$ cat src/hdl/ucd_pkg.sv
// Shared types and constants of the UTF-8 control code detector.
// Used by ucd_ctrl, ucd_datapath and utf8_control_code_detector; no dependencies.
`timescale 1ns / 1ps
`default_nettype none

package ucd_pkg;

   // Default width of the internal byte counters
   localparam int INDEX_BITS_DEFAULT = 16;

   // Widths fixed by the item formats
   localparam int BYTE_BITS  = 8;
   localparam int MASK_BITS  = 3;
   localparam int FIRST_BITS = 16;
   localparam int PEND_DEPTH = 7;
   localparam int COUNT_BITS = 3;

   // Byte classes
   localparam logic [7:0] LEAD_MIN   = 8'hC0;
   localparam logic [1:0] CONT_TAG   = 2'b10;
   localparam logic [7:0] C0_END     = 8'h20;
   localparam logic [7:0] DEL_CODE   = 8'h7F;
   localparam logic [7:0] C1_FIRST   = 8'h80;
   localparam logic [7:0] C1_LAST    = 8'h9F;

   // Bits of the forbidden class mask
   localparam int MASK_WS = 0;
   localparam int MASK_C0 = 1;
   localparam int MASK_C1 = 2;

   // Input item
   typedef struct packed {
      logic [BYTE_BITS-1:0] data_byte;
      logic                 last_byte;
   } req_item_type;

   // Result item
   typedef struct packed {
      logic                  found;
      logic [FIRST_BITS-1:0] first_index;
   } rsp_item_type;

   // Controller to datapath
   typedef struct packed {
      logic push;   // store the accepted byte
      logic step;   // one decode step on the front of the buffer
      logic load;   // post the result and clear the string state
   } cmd_type;

   // Datapath to controller
   typedef struct packed {
      logic ends;      // the current step leaves the buffer empty or waiting
      logic last;      // the buffered bytes end the string
      logic out_busy;  // result register full and stalled
   } sts_type;

endpackage

`default_nettype wire

$ cat src/hdl/ucd_ctrl.sv
// Controller of the UTF-8 control code detector: accept, decode steps, result post.
// Depends on ucd_pkg.
`timescale 1ns / 1ps
`default_nettype none

module ucd_ctrl (
   input  wire                  clock,
   input  wire                  reset,
   input  wire                  req_valid,
   output logic                 req_stall,
   output ucd_pkg::cmd_type     cmd,
   input  ucd_pkg::sts_type     sts
);

   typedef enum logic [1:0] {
      ST_IDLE,
      ST_DRAIN,
      ST_FLUSH
   } state_type;

   state_type state_ff;
   state_type state_in;

   // Next state
   always_comb begin
      state_in = state_ff;
      case (state_ff)
         ST_IDLE: begin
            if (req_valid) state_in = ST_DRAIN;
         end
         ST_DRAIN: begin
            if (sts.ends) state_in = sts.last ? ST_FLUSH : ST_IDLE;
         end
         ST_FLUSH: begin
            if (!sts.out_busy) state_in = ST_IDLE;
         end
         default: state_in = ST_IDLE;
      endcase
   end

   always_ff @(posedge clock) begin
      if (reset) begin
         state_ff <= ST_IDLE;
      end else begin
         state_ff <= state_in;
      end
   end

   // Commands
   assign req_stall = (state_ff != ST_IDLE);
   assign cmd.push  = (state_ff == ST_IDLE) && req_valid;
   assign cmd.step  = (state_ff == ST_DRAIN);
   assign cmd.load  = (state_ff == ST_FLUSH) && !sts.out_busy;

   // An accepted byte is always followed by a decode step
   a_push_then_step: assert property (@(posedge clock) disable iff (reset)
      cmd.push |=> cmd.step)
      else $error("accepted item not followed by a decode step");

   // No item is taken while a finished string waits to be posted
   a_flush_blocks: assert property (@(posedge clock) disable iff (reset)
      (state_ff == ST_FLUSH) |-> !cmd.push)
      else $error("item accepted while result pending");

endmodule

`default_nettype wire

$ cat src/hdl/ucd_datapath.sv
// Datapath of the UTF-8 control code detector: pending buffer, decoder, hit tracking,
// class mask and result register. Depends on ucd_pkg.
`timescale 1ns / 1ps
`default_nettype none

module ucd_datapath #(
   parameter int INDEX_BITS = ucd_pkg::INDEX_BITS_DEFAULT
) (
   input  wire                                clock,
   input  wire                                reset,
   input  ucd_pkg::req_item_type              req_item,
   output logic                               rsp_valid,
   input  wire                                rsp_stall,
   output ucd_pkg::rsp_item_type              rsp_item,
   input  wire                                csr_wr_en,
   input  wire [ucd_pkg::MASK_BITS-1:0]       csr_wr_data,
   input  ucd_pkg::cmd_type                   cmd,
   output ucd_pkg::sts_type                   sts
);

   localparam int BB   = ucd_pkg::BYTE_BITS;
   localparam int PD   = ucd_pkg::PEND_DEPTH;
   localparam int CB   = ucd_pkg::COUNT_BITS;
   localparam int FB   = ucd_pkg::FIRST_BITS;
   localparam int WIDE = (INDEX_BITS > FB) ? INDEX_BITS : FB;

   // Class check of one decoded code point below 0x100
   function automatic logic is_forbidden(input logic [BB-1:0] cp,
                                         input logic [ucd_pkg::MASK_BITS-1:0] mask);
      logic res;
      begin
         if (cp inside {8'd9, 8'd10, 8'd11, 8'd13})
            res = mask[ucd_pkg::MASK_WS];
         else if (cp < ucd_pkg::C0_END || cp == ucd_pkg::DEL_CODE)
            res = mask[ucd_pkg::MASK_C0];
         else if (cp inside {[ucd_pkg::C1_FIRST:ucd_pkg::C1_LAST]})
            res = mask[ucd_pkg::MASK_C1];
         else
            res = 1'b0;
         return res;
      end
   endfunction

   // Sequence length from the lead byte
   function automatic logic [CB-1:0] seq_length(input logic [BB-1:0] lead);
      logic [CB-1:0] len;
      begin
         if (lead >= 8'hFC)      len = 3'd6;
         else if (lead >= 8'hF8) len = 3'd5;
         else if (lead >= 8'hF0) len = 3'd4;
         else if (lead >= 8'hE0) len = 3'd3;
         else                    len = 3'd2;
         return len;
      end
   endfunction

   // Registers
   logic [ucd_pkg::MASK_BITS-1:0] mask_ff;
   logic [BB-1:0]                 pend_ff [PD];
   logic [BB-1:0]                 pend_in [PD];
   logic [CB-1:0]                 count_ff;
   logic                          last_ff;
   logic [INDEX_BITS-1:0]         byte_index_ff;
   logic [INDEX_BITS-1:0]         byte_index_in;
   logic                          hit_seen_ff;
   logic [INDEX_BITS-1:0]         hit_index_ff;
   logic                          rsp_valid_ff;
   ucd_pkg::rsp_item_type         rsp_item_ff;
   ucd_pkg::rsp_item_type         rsp_item_in;

   // Decode of the buffer front
   logic [BB-1:0]   lead;
   logic            is_single;
   logic [CB-1:0]   seq_len;
   logic [PD-1:0]   cont_ok;
   logic            broken;
   logic            complete;
   logic [31:0]     acc;
   logic [CB-1:0]   drop_k;
   logic            note_valid;
   logic            note_big;
   logic [BB-1:0]   note_low;
   logic            note_hit;
   logic [INDEX_BITS:0] bi_sum;
   logic [PD*BB-1:0]    flat;
   logic [PD*BB-1:0]    flat_sh;
   logic [WIDE-1:0]     hit_wide;

   assign lead      = pend_ff[0];
   assign is_single = (lead < ucd_pkg::LEAD_MIN);
   assign seq_len   = seq_length(lead);

   // Continuation checks over the buffered bytes behind the lead
   always_comb begin
      broken = 1'b0;
      for (int j = 0; j < PD; j++) begin
         cont_ok[j] = (pend_ff[j][BB-1 -: 2] == ucd_pkg::CONT_TAG);
         if (j >= 1 && CB'(j) < count_ff && CB'(j) < seq_len && !cont_ok[j])
            broken = 1'b1;
      end
   end

   assign complete = !broken && (count_ff >= seq_len);

   // Assembled code point for each sequence length
   always_comb begin
      case (seq_len)
         3'd2:    acc = 32'({lead[4:0], pend_ff[1][5:0]});
         3'd3:    acc = 32'({lead[3:0], pend_ff[1][5:0], pend_ff[2][5:0]});
         3'd4:    acc = 32'({lead[2:0], pend_ff[1][5:0], pend_ff[2][5:0],
                             pend_ff[3][5:0]});
         3'd5:    acc = 32'({lead[1:0], pend_ff[1][5:0], pend_ff[2][5:0],
                             pend_ff[3][5:0], pend_ff[4][5:0]});
         3'd6:    acc = {lead[1:0], pend_ff[1][5:0], pend_ff[2][5:0],
                         pend_ff[3][5:0], pend_ff[4][5:0], pend_ff[5][5:0]};
         default: acc = '0;
      endcase
   end

   // Step outcome: bytes dropped and code point noted
   always_comb begin
      note_valid = 1'b0;
      note_big   = 1'b0;
      note_low   = lead;
      if (is_single) begin
         drop_k     = 3'd1;
         note_valid = 1'b1;
      end else if (broken) begin
         drop_k = 3'd1;                     // lead skipped
      end else if (complete) begin
         drop_k     = seq_len;
         note_valid = 1'b1;
         note_big   = (acc[31:BB] != '0);
         note_low   = acc[BB-1:0];
      end else if (last_ff) begin
         drop_k = 3'd1;                     // cut off by end of string
      end else begin
         drop_k = 3'd0;                     // wait for more bytes
      end
   end

   assign note_hit = note_valid && !note_big && !hit_seen_ff && is_forbidden(note_low, mask_ff);

   // Saturating index advance
   assign bi_sum = {1'b0, byte_index_ff} + (INDEX_BITS+1)'(drop_k);
   assign byte_index_in = bi_sum[INDEX_BITS] ? '1 : bi_sum[INDEX_BITS-1:0];

   // Buffer shift by the dropped byte count
   always_comb begin
      for (int i = 0; i < PD; i++) flat[i*BB +: BB] = pend_ff[i];
      flat_sh = flat >> {drop_k, 3'b000};
      for (int i = 0; i < PD; i++) begin
         pend_in[i] = pend_ff[i];
         if (cmd.step) pend_in[i] = flat_sh[i*BB +: BB];
      end
      if (cmd.push && count_ff < CB'(PD)) pend_in[count_ff] = req_item.data_byte;
   end

   always_ff @(posedge clock) begin
      for (int i = 0; i < PD; i++) pend_ff[i] <= pend_in[i];
   end

   // Result item, first index saturated to the output width
   assign hit_wide = WIDE'(hit_index_ff);
   always_comb begin
      rsp_item_in.found       = hit_seen_ff;
      rsp_item_in.first_index = '0;
      if (hit_seen_ff)
         rsp_item_in.first_index = (hit_wide > WIDE'({FB{1'b1}})) ? {FB{1'b1}}
                                                                 : hit_wide[FB-1:0];
   end

   // Control registers
   always_ff @(posedge clock) begin
      if (reset) begin
         mask_ff       <= '0;
         count_ff      <= '0;
         last_ff       <= 1'b0;
         byte_index_ff <= '0;
         hit_seen_ff   <= 1'b0;
         hit_index_ff  <= '0;
         rsp_valid_ff  <= 1'b0;
      end else begin
         if (csr_wr_en) mask_ff <= csr_wr_data;
         if (cmd.push) begin
            if (count_ff < CB'(PD)) count_ff <= count_ff + 3'd1;
            last_ff <= req_item.last_byte;
         end
         if (cmd.step) begin
            count_ff      <= count_ff - drop_k;
            byte_index_ff <= byte_index_in;
            if (note_hit) begin
               hit_seen_ff  <= 1'b1;
               hit_index_ff <= byte_index_ff;
            end
         end
         if (cmd.load) begin
            rsp_valid_ff  <= 1'b1;
            count_ff      <= '0;
            last_ff       <= 1'b0;
            byte_index_ff <= '0;
            hit_seen_ff   <= 1'b0;
            hit_index_ff  <= '0;
         end else if (rsp_valid_ff && !rsp_stall) begin
            rsp_valid_ff <= 1'b0;
         end
      end
   end

   // Result payload
   always_ff @(posedge clock) begin
      if (cmd.load) rsp_item_ff <= rsp_item_in;
   end

   assign rsp_valid    = rsp_valid_ff;
   assign rsp_item     = rsp_item_ff;
   assign sts.ends     = (drop_k == 3'd0) || (count_ff == drop_k);
   assign sts.last     = last_ff;
   assign sts.out_busy = rsp_valid_ff && rsp_stall;

   // A drained buffer never holds a full depth
   a_count_bound: assert property (@(posedge clock) disable iff (reset)
      count_ff != CB'(PD))
      else $error("pending buffer overfilled");

   // The recorded hit never lies beyond the current position
   a_hit_order: assert property (@(posedge clock) disable iff (reset)
      hit_seen_ff |-> (hit_index_ff <= byte_index_ff))
      else $error("hit index ahead of byte index");

   // Posting a result clears the string state
   a_load_clears: assert property (@(posedge clock) disable iff (reset)
      cmd.load |=> (!hit_seen_ff && byte_index_ff == '0 && count_ff == '0))
      else $error("string state not cleared after result");

   // A waiting result is never overwritten
   a_no_overwrite: assert property (@(posedge clock) disable iff (reset)
      cmd.load |-> !(rsp_valid_ff && rsp_stall))
      else $error("result register overwritten");

endmodule

`default_nettype wire

$ cat src/hdl/utf8_control_code_detector.sv
// UTF-8 control code detector: scans the bytes of a string for forbidden controls.
// Top level; depends on ucd_pkg, ucd_ctrl and ucd_datapath.
//
// Input channel (req_): one byte per item, last_byte set on the final byte of a string.
// Result channel (rsp_): one item per string, found and the byte index where the
// first forbidden code point starts (0 when none), saturating at 65535.
// Configuration (csr_): csr_wr_en writes the 3-bit class mask (bit0 whitespace,
// bit1 C0 and DEL, bit2 C1); write it only while the block is idle.
//
// Sequencing: an item is accepted, then decoded by one decode step on the
// pending buffer; the final byte of a string then moves on to posting its result.
// After a broken or truncated sequence each replayed byte costs one more
// decode step; the decode step unit handles one sequence or one byte per cycle.
// The result is registered on posting, once the result register is free.
// Reset clears the mask, the string state and the result valid flag.
// While rsp_stall holds a result, further strings are still taken; the block stalls
// req_ during decode steps and while a finished string's result waits to be posted.
`timescale 1ns / 1ps
`default_nettype none

module utf8_control_code_detector #(
   parameter int INDEX_BITS = ucd_pkg::INDEX_BITS_DEFAULT
) (
   input  wire                            clock,
   input  wire                            reset,
   input  wire                            req_valid,
   output logic                           req_stall,
   input  ucd_pkg::req_item_type          req_item,
   output logic                           rsp_valid,
   input  wire                            rsp_stall,
   output ucd_pkg::rsp_item_type          rsp_item,
   input  wire                            csr_wr_en,
   input  wire [ucd_pkg::MASK_BITS-1:0]   csr_wr_data
);

   ucd_pkg::cmd_type cmd;
   ucd_pkg::sts_type sts;

   // Sequencer
   ucd_ctrl u_ctrl (
      .clock     (clock),
      .reset     (reset),
      .req_valid (req_valid),
      .req_stall (req_stall),
      .cmd       (cmd),
      .sts       (sts)
   );

   // Buffer, decoder and result register
   ucd_datapath #(
      .INDEX_BITS (INDEX_BITS)
   ) u_datapath (
      .clock       (clock),
      .reset       (reset),
      .req_item    (req_item),
      .rsp_valid   (rsp_valid),
      .rsp_stall   (rsp_stall),
      .rsp_item    (rsp_item),
      .csr_wr_en   (csr_wr_en),
      .csr_wr_data (csr_wr_data),
      .cmd         (cmd),
      .sts         (sts)
   );

endmodule

`default_nettype wire

$ cat config.mk
export PLATFORM = sky130hd
export DESIGN_NAME = utf8_control_code_detector
export DESIGN_NICKNAME = d
export VERILOG_FILES = /design/src/hdl/ucd_pkg.sv /design/src/hdl/ucd_ctrl.sv /design/src/hdl/ucd_datapath.sv /design/src/hdl/utf8_control_code_detector.sv
export SDC_FILE = /design/constraint.sdc
export NUM_CORES = 1
export LEC_CHECK = 0
export BUFFER_PORTS_ARGS = -buffer_cell sky130_fd_sc_hd__buf_2
export CORE_MARGIN = 2
export CORE_UTILIZATION = 40
export DETAILED_ROUTE_END_ITERATION = 6
export PLACE_DENSITY_LB_ADDON = 0.2
export SLEW_MARGIN = 30
export SYNTH_ARGS = -nofsm -noshare
export SYNTH_HDL_FRONTEND = slang
export SYNTH_SLANG_ARGS = --single-unit
$ cat constraint.sdc
create_clock -name clock -period 5.1 [get_ports clock]
set_input_delay 0.51 -clock clock [delete_from_list [all_inputs] [get_ports clock]]
set_output_delay 0.51 -clock clock [all_outputs]
set_load 0.005 [all_outputs]
==> impl_metrics.ini, run 1 <==
[status]
status = finished clean

[detailed_routing]
first_iter_violations = 524
wire_per_inst_um = 19.0
ant_nets = 0
drt-total-wl_mm = 19.7
dr_total_vias = 6045
dr.pass1.iters = 5
drc = 0
routed_via_density = 5.83

[clocking]
clk_latency_ps = 430
clockBufferDepth = 2
cts_setup_buffers = 0
root_buffer = clkbuf_16
cts_resized = 0
path_clk_slew_ps = 60
ctsHtreeMaxLevel = 4
hold_buffers = 0
cts.sinks = 116
cts_tree = yes
numCtsBuffers = 17

[logic_synthesis]
synth_fa_ha_area_share_pct = 2.47
syn-num-nets = 823
synthArstFlopShare_pct = 0
yosys_warnings = 0
syn_inst = 794
yosys.area_share.simple_pct = 19.7
synthXorXnorAreaFrac_pct = 1.70
seq_area_frac_synth_pct = 37.3
synth_top_family_by_area = compound AO/OA/AOI/OAI gates
synth_cell_type_count = 73
synth_mux_area_share_pct = 7.21
netlist_area_sq_um = 6680
ys_ff_latch = 116
synth.avg_cell_area_sq_um = 8.41
synth_edf_count = 17
synth_flop_cell = dfxtp_1
synth_compound_area_share_pct = 25.3

[cells_and_area]
antenna_cells = 0
finalNetCount = 833
final_common_cell = dfxtp_1
layout-drive-gt1-share_pct = 13.7
layout_common_cells = 99 x dfxtp_1, 90 x a21oi_1, 83 x nand2_1
fin_util_pct = 45.5
area_growth_pct = 12.2

[die]
row_count = 47
dieArea_sq_um = 17800
die_w_um = 133
core-area_sq_um = 16500
initial_core_util_pct = 40.6
io_pins = 36
die_h_um = 133

[placement]
port_buffers = 35
place_congestion = 0.941
dp_hpwl_mm = 13.7
place_ws_ps = 632

[setup_path]
crit_path_end_kind = flip-flop
ff2ff_setup_slack_ps = 510
cp_num_buf_inv = 3
cpPeakStageDelay_ps = 600
path_cells = nand2_4 -> nor2_4 -> inv_2 -> a21oi_1 -> ha_1 -> nor2b_1 -> a221oi_2 -> nor3_2 -> nand4_2 -> nor2_1 -> inv_2 -> fa_1 -> inv_1 -> a21oi_1 -> nor3_1 -> nand2_1 -> a21oi_1
start_kind = flip-flop
cp_top_family = simple AND/OR/NAND/NOR gates
critPathMaxFanout = 12
critPathKind = flip-flop to flip-flop
cp_common_cell = a21oi_1
worstPathRequired_ps = 5450
cp_data_arrival_time_ps = 4940
cpMaxStageDelayCell = dfxtp_1

[pwr]
leakage_nw = 2.98
power.total_mw = 4.55
p_per_area_nw_per_um2 = 607
peakVddDrop_mv = 0.270

[grt]
grt.overflow.total = 0
grt.total_usage_pct = 22.5
grt_pass1_wl_mm = 31.2
grt_pass1_vias = 5611
grt_antenna_before_repair = 0
grt_max_degree = 54

[sta]
setup_viol = 0
finalHoldViolations = 0
hold_slack_ps = 337
post-route-min-period_ps = 4590
drv_slew = 0
worst_pin_slew_ps = 774
skew_ps = 12.8
grt_setup_unrepaired = false
slew_headroom_pct = 48.4
fin_tns_setup_ps = 0
fin_crit_sh_pct = 90.0
fmax_mhz = 218
layout_setup_ws_ps = 509

[worst_hold_path]
hp-class = input port to flip-flop

[flow_run]
maxCapViolations = 0
metal layers:
metal	GRT usage, %	vias to the layer above	share of wire, %
met1	31.8	2831	47
li1	-	2934	-
met4	6.09	0	1.4
met5	0	-	0
met2	33.6	256	44
met3	6.54	24	8.4
sequential cells by signal (all words and copies together), names as in the netlist:
name                      count
u_ctrl.state_ff               2
u_datapath.byte_index_ff     16
u_datapath.count_ff           3
u_datapath.hit_index_ff      16
u_datapath.hit_seen_ff        1
u_datapath.last_ff            1
u_datapath.mask_ff            3
u_datapath.pend_ff           56
u_datapath.rsp_item          17
u_datapath.rsp_valid          1
stage by stage:
stage          std cells  instance area, sq um
2_1_floorplan        794                  6680
5_1_grt             1037                  7500
4_1_cts             1037                  7500
3_3_place_gp        1005                  6890
6_report            1037                  7500
3_5_place_dp        1005                  6890
where the power goes:
group | total [mW] | leakage [nW] | internal (mW) | switching (mW)
combinational | 1.86 | 1.75 | 0.736 | 1.13
sequential | 1.45 | 0.938 | 1.13 | 0.322
clock | 1.24 | 0.293 | 0.773 | 0.462
area by class of cell:
type	instances	area, sq um
Tap cell	220	275
Inverter	21	78.8
Clock buffer	18	429
Sequential cell	116	2490
Fill cell	1636	8970
Timing Repair Buffer	48	273
Clock inverter	14	176
Multi-Input combinational cell	600	3770
kinds of logic (layout without fill, tap and decap cells):
kind of cell / after synthesis / after routing
adder cells (fa/ha/maj): 12 / 12
AO/OA/AOI/OAI: 255 / 255
buffers and inverters: 78 / 101
multiplexers: 48 / 48
AND/OR/NAND/NOR: 272 / 272
XOR/XNOR: 13 / 13
flip-flops: 116 / 116
final timing paths:
kind	endpoint	depth (start not counted)	start
worst max-delay path	u_datapath.byte_index_ff[6]	17	u_datapath.pend_ff[0][6]
worst min-delay path	u_datapath.mask_ff[1]	3	csr_wr_data[1]
worst max register to register	u_datapath.byte_index_ff[6]	17	u_datapath.pend_ff[0][6]
worst min register to register	u_datapath.hit_index_ff[15]	2	u_datapath.hit_index_ff[15]
cells in the mapped netlist, types with 3 or more instances:
library cell	instances	area, sq um
nor2b_1	6	37.5
and3_1	12	75.1
o21a_1	6	45.0
o22ai_1	9	56.3
buf_6	12	135
a31oi_1	6	37.5
dfxtp_1	99	1980
o21ai_0	34	170
o21ai_1	16	80.1
o311ai_1	6	52.6
nor3_1	5	25.0
nor4_1	3	18.8
nand3_1	39	195
xnor2_1	7	61.3
a222oi_1	8	80.1
o211a_1	4	40.0
xor2_1	6	52.6
a21oi_1	90	450
a22oi_1	19	143
buf_2	9	45.0
a32oi_1	8	70.1
nand2_1	83	312
buf_4	4	30.0
mux2i_1	47	470
a211oi_1	3	22.5
clkbuf_1	29	109
nor2_2	3	18.8
inv_1	18	67.6
nor3_2	4	40.0
o31ai_1	3	22.5
and2_1	20	125
ha_1	10	125
nor2_1	73	274
o221ai_1	16	140
nand2b_1	8	50.1
edfxtp_1	17	510
a2bb2oi_1	7	61.3
tightest hold or removal path: stages:
cell and delay [ps]:
buf_2 80, mux2i_1 60, nor2_1 80
Note: power is estimated with default switching activity, not from simulation.
==> inputs of run 2 (changes only) <==
--- a/config.mk
+++ b/config.mk
@@ -6,10 +6,12 @@
 export NUM_CORES = 1
 export LEC_CHECK = 0
 export BUFFER_PORTS_ARGS = -buffer_cell sky130_fd_sc_hd__buf_2
+export CORE_ASPECT_RATIO = 1.2
 export CORE_MARGIN = 2
 export CORE_UTILIZATION = 40
 export DETAILED_ROUTE_END_ITERATION = 6
 export PLACE_DENSITY_LB_ADDON = 0.2
+export REMOVE_ABC_BUFFERS = 1
 export SLEW_MARGIN = 30
 export SYNTH_ARGS = -nofsm -noshare
 export SYNTH_HDL_FRONTEND = slang
==> run 2 against run 1 <==
Sequential power is essentially flat. Wire length grew 0.50%. Critical path type unchanged. Non-clock buffer count shrank 1. Global-route usage grew 0.13 points. Largest power group unchanged. Via count grew 3.2%. Critical endpoint is now u_datapath.byte_index_ff[4]. Flip-flop and latch count is the same. Clock skew shrank 3.0 ps. Hold slack gained 3.9 ps. Core utilization grew 0.31 points. Sequential share of layout area grew 0.17 points. Setup slack gained 170 ps. Clock power shrank 6%.
==> impl_metrics.ini, run 2 (same netlist as run 1, synthesis figures left out) <==
[detailed_routing]
drt-total-wl_mm = 19.8
drc = 0
routed_via_density = 6.07
dr.pass1.iters = 6
ant_nets = 0
first_iter_violations = 698
wire_per_inst_um = 19.3
dr_total_vias = 6237

[grt]
grt_pass1_wl_mm = 31.4
grt_max_degree = 54
grt_pass1_vias = 5923
grt.total_usage_pct = 22.6
grt.overflow.total = 0
grt_antenna_before_repair = 0

[pwr]
p_seq_share_pct = 32.3
p_per_area_nw_per_um2 = 598
comb_power_share_pct = 41.4
p_int_mw = 2.58
peakVddDrop_mv = 0.250
power_frac_clock_pct = 26.3
swShare_pct = 42.1
power.switching_mw = 1.88
leakage_nw = 2.95

[sta]
grt_setup_unrepaired = false
finalHoldViolations = 0
fmax_mhz = 226
setup_viol = 0
drv_slew = 0
layout_setup_ws_ps = 677
skew_ps = 9.76
post-route-min-period_ps = 4420
fin_crit_sh_pct = 86.7
hold_slack_ps = 341
worst_pin_slew_ps = 1000
slew_headroom_pct = 33.1
fin_tns_setup_ps = 0

[cells_and_area]
final_common_cell = dfxtp_1
layout_common_cells = 99 x dfxtp_1, 89 x a21oi_1, 83 x nand2_1
antenna_cells = 0
largest_register_ffs = 56
finalNetCount = 832
fin_util_pct = 45.9
layout-drive-gt1-share_pct = 14.0
area_growth_pct = 11.7
top_register = u_datapath.pend_ff

[placement]
place_congestion = 0.986
place_ws_ps = 759
port_buffers = 35
dp_hpwl_mm = 13.4

[clocking]
cts_tree = yes
hold_buffers = 0
clockBufferDepth = 2
clk_latency_ps = 420
cts_resized = 0
cts_setup_buffers = 0
cts.sinks = 116
numCtsBuffers = 17
root_buffer = clkbuf_16
path_clk_slew_ps = 60
ctsHtreeMaxLevel = 4

[setup_path]
start_kind = flip-flop
worstPathRequired_ps = 5440
critPathMaxFanout = 11
cp_data_arrival_time_ps = 4760
critPathKind = flip-flop to flip-flop
crit_path_end_kind = flip-flop

[flow_run]
maxCapViolations = 0

[worst_hold_path]
hp-class = input port to flip-flop

[die]
initial_core_util_pct = 41.1
core-area_sq_um = 16300
io_pins = 36
die_h_um = 146
dieArea_sq_um = 17800
die_w_um = 122
row_count = 51

[status]
status = finished clean
==> run 2: changes by cell type in the layout (fill, tap and decap cells not counted) <==
cell and delta:
a21oi_1 -1, a21oi_2 +1, buf_4 -1, bufinv_16 -1, clkbuf_1 -1, clkinv_1 -1, clkinv_2 +2, clkinv_4 -2
clkinvlp_4 +4, inv_6 -1
==> run 2: critical path, cell delays in order (launching register included) <==
cell and delay (ps):
dfxtp_1 610, nand2_4 130, nor2_4 230, inv_2 70
a21oi_1 260, ha_1 160, nor2b_1 160, a221oi_2 100
nor3_2 310, nand4_2 250, nor2_1 270, inv_2 70
fa_1 440, inv_1 70, a21oi_1 90, nor3_1 500
nand2_1 370, a21oi_1 240
==> run 2: per-layer routing <==
layer | wire [um] | global-route usage, % | vias up
met5 | 0 | 0 | -
met4 | 883 | 11.6 | 0
met3 | 1370 | 5.02 | 62
met2 | 9470 | 37.0 | 262
met1 | 8110 | 27.7 | 2982
li1 | - | - | 2931
==> run 2: path summary, 6_finish.rpt <==
kind	cells after the start	slack (ps)	start	endpoint
setup / recovery	17	680	u_datapath.pend_ff[0][6]	u_datapath.byte_index_ff[4]
hold / removal	3	340	req_item[0]	u_datapath.last_ff
setup reg to reg	17	680	u_datapath.pend_ff[0][6]	u_datapath.byte_index_ff[4]
hold reg to reg	2	470	u_datapath.hit_index_ff[0]	u_datapath.hit_index_ff[0]
==> run 2: layout make-up <==
type	instances	area, sq um
Fill cell	1599	8810
Clock buffer	17	425
Clock inverter	15	156
Timing Repair Buffer	47	265
Multi-Input combinational cell	600	3780
Inverter	21	78.8
Sequential cell	116	2490
Tap cell	212	265
==> run 2: stage by stage <==
step	instances	total power, mW	area [sq um]
CTS	1028	4.45	7460
global route	1028	4.73	7460
finish	1028	4.46	7460
detailed placement	996	3.26	6880
floorplan	737	2.71	6340
global placement	996	3.22	6880
==> run 2: power groups by stage <==
stage	sequential, mW	clock (mW)	combinational (mW)
floorplan	1.38	0	1.33
global placement	1.44	0	1.77
detailed placement	1.45	0	1.81
CTS	1.43	1.19	1.82
global route	1.46	1.23	2.04
finish	1.44	1.17	1.85
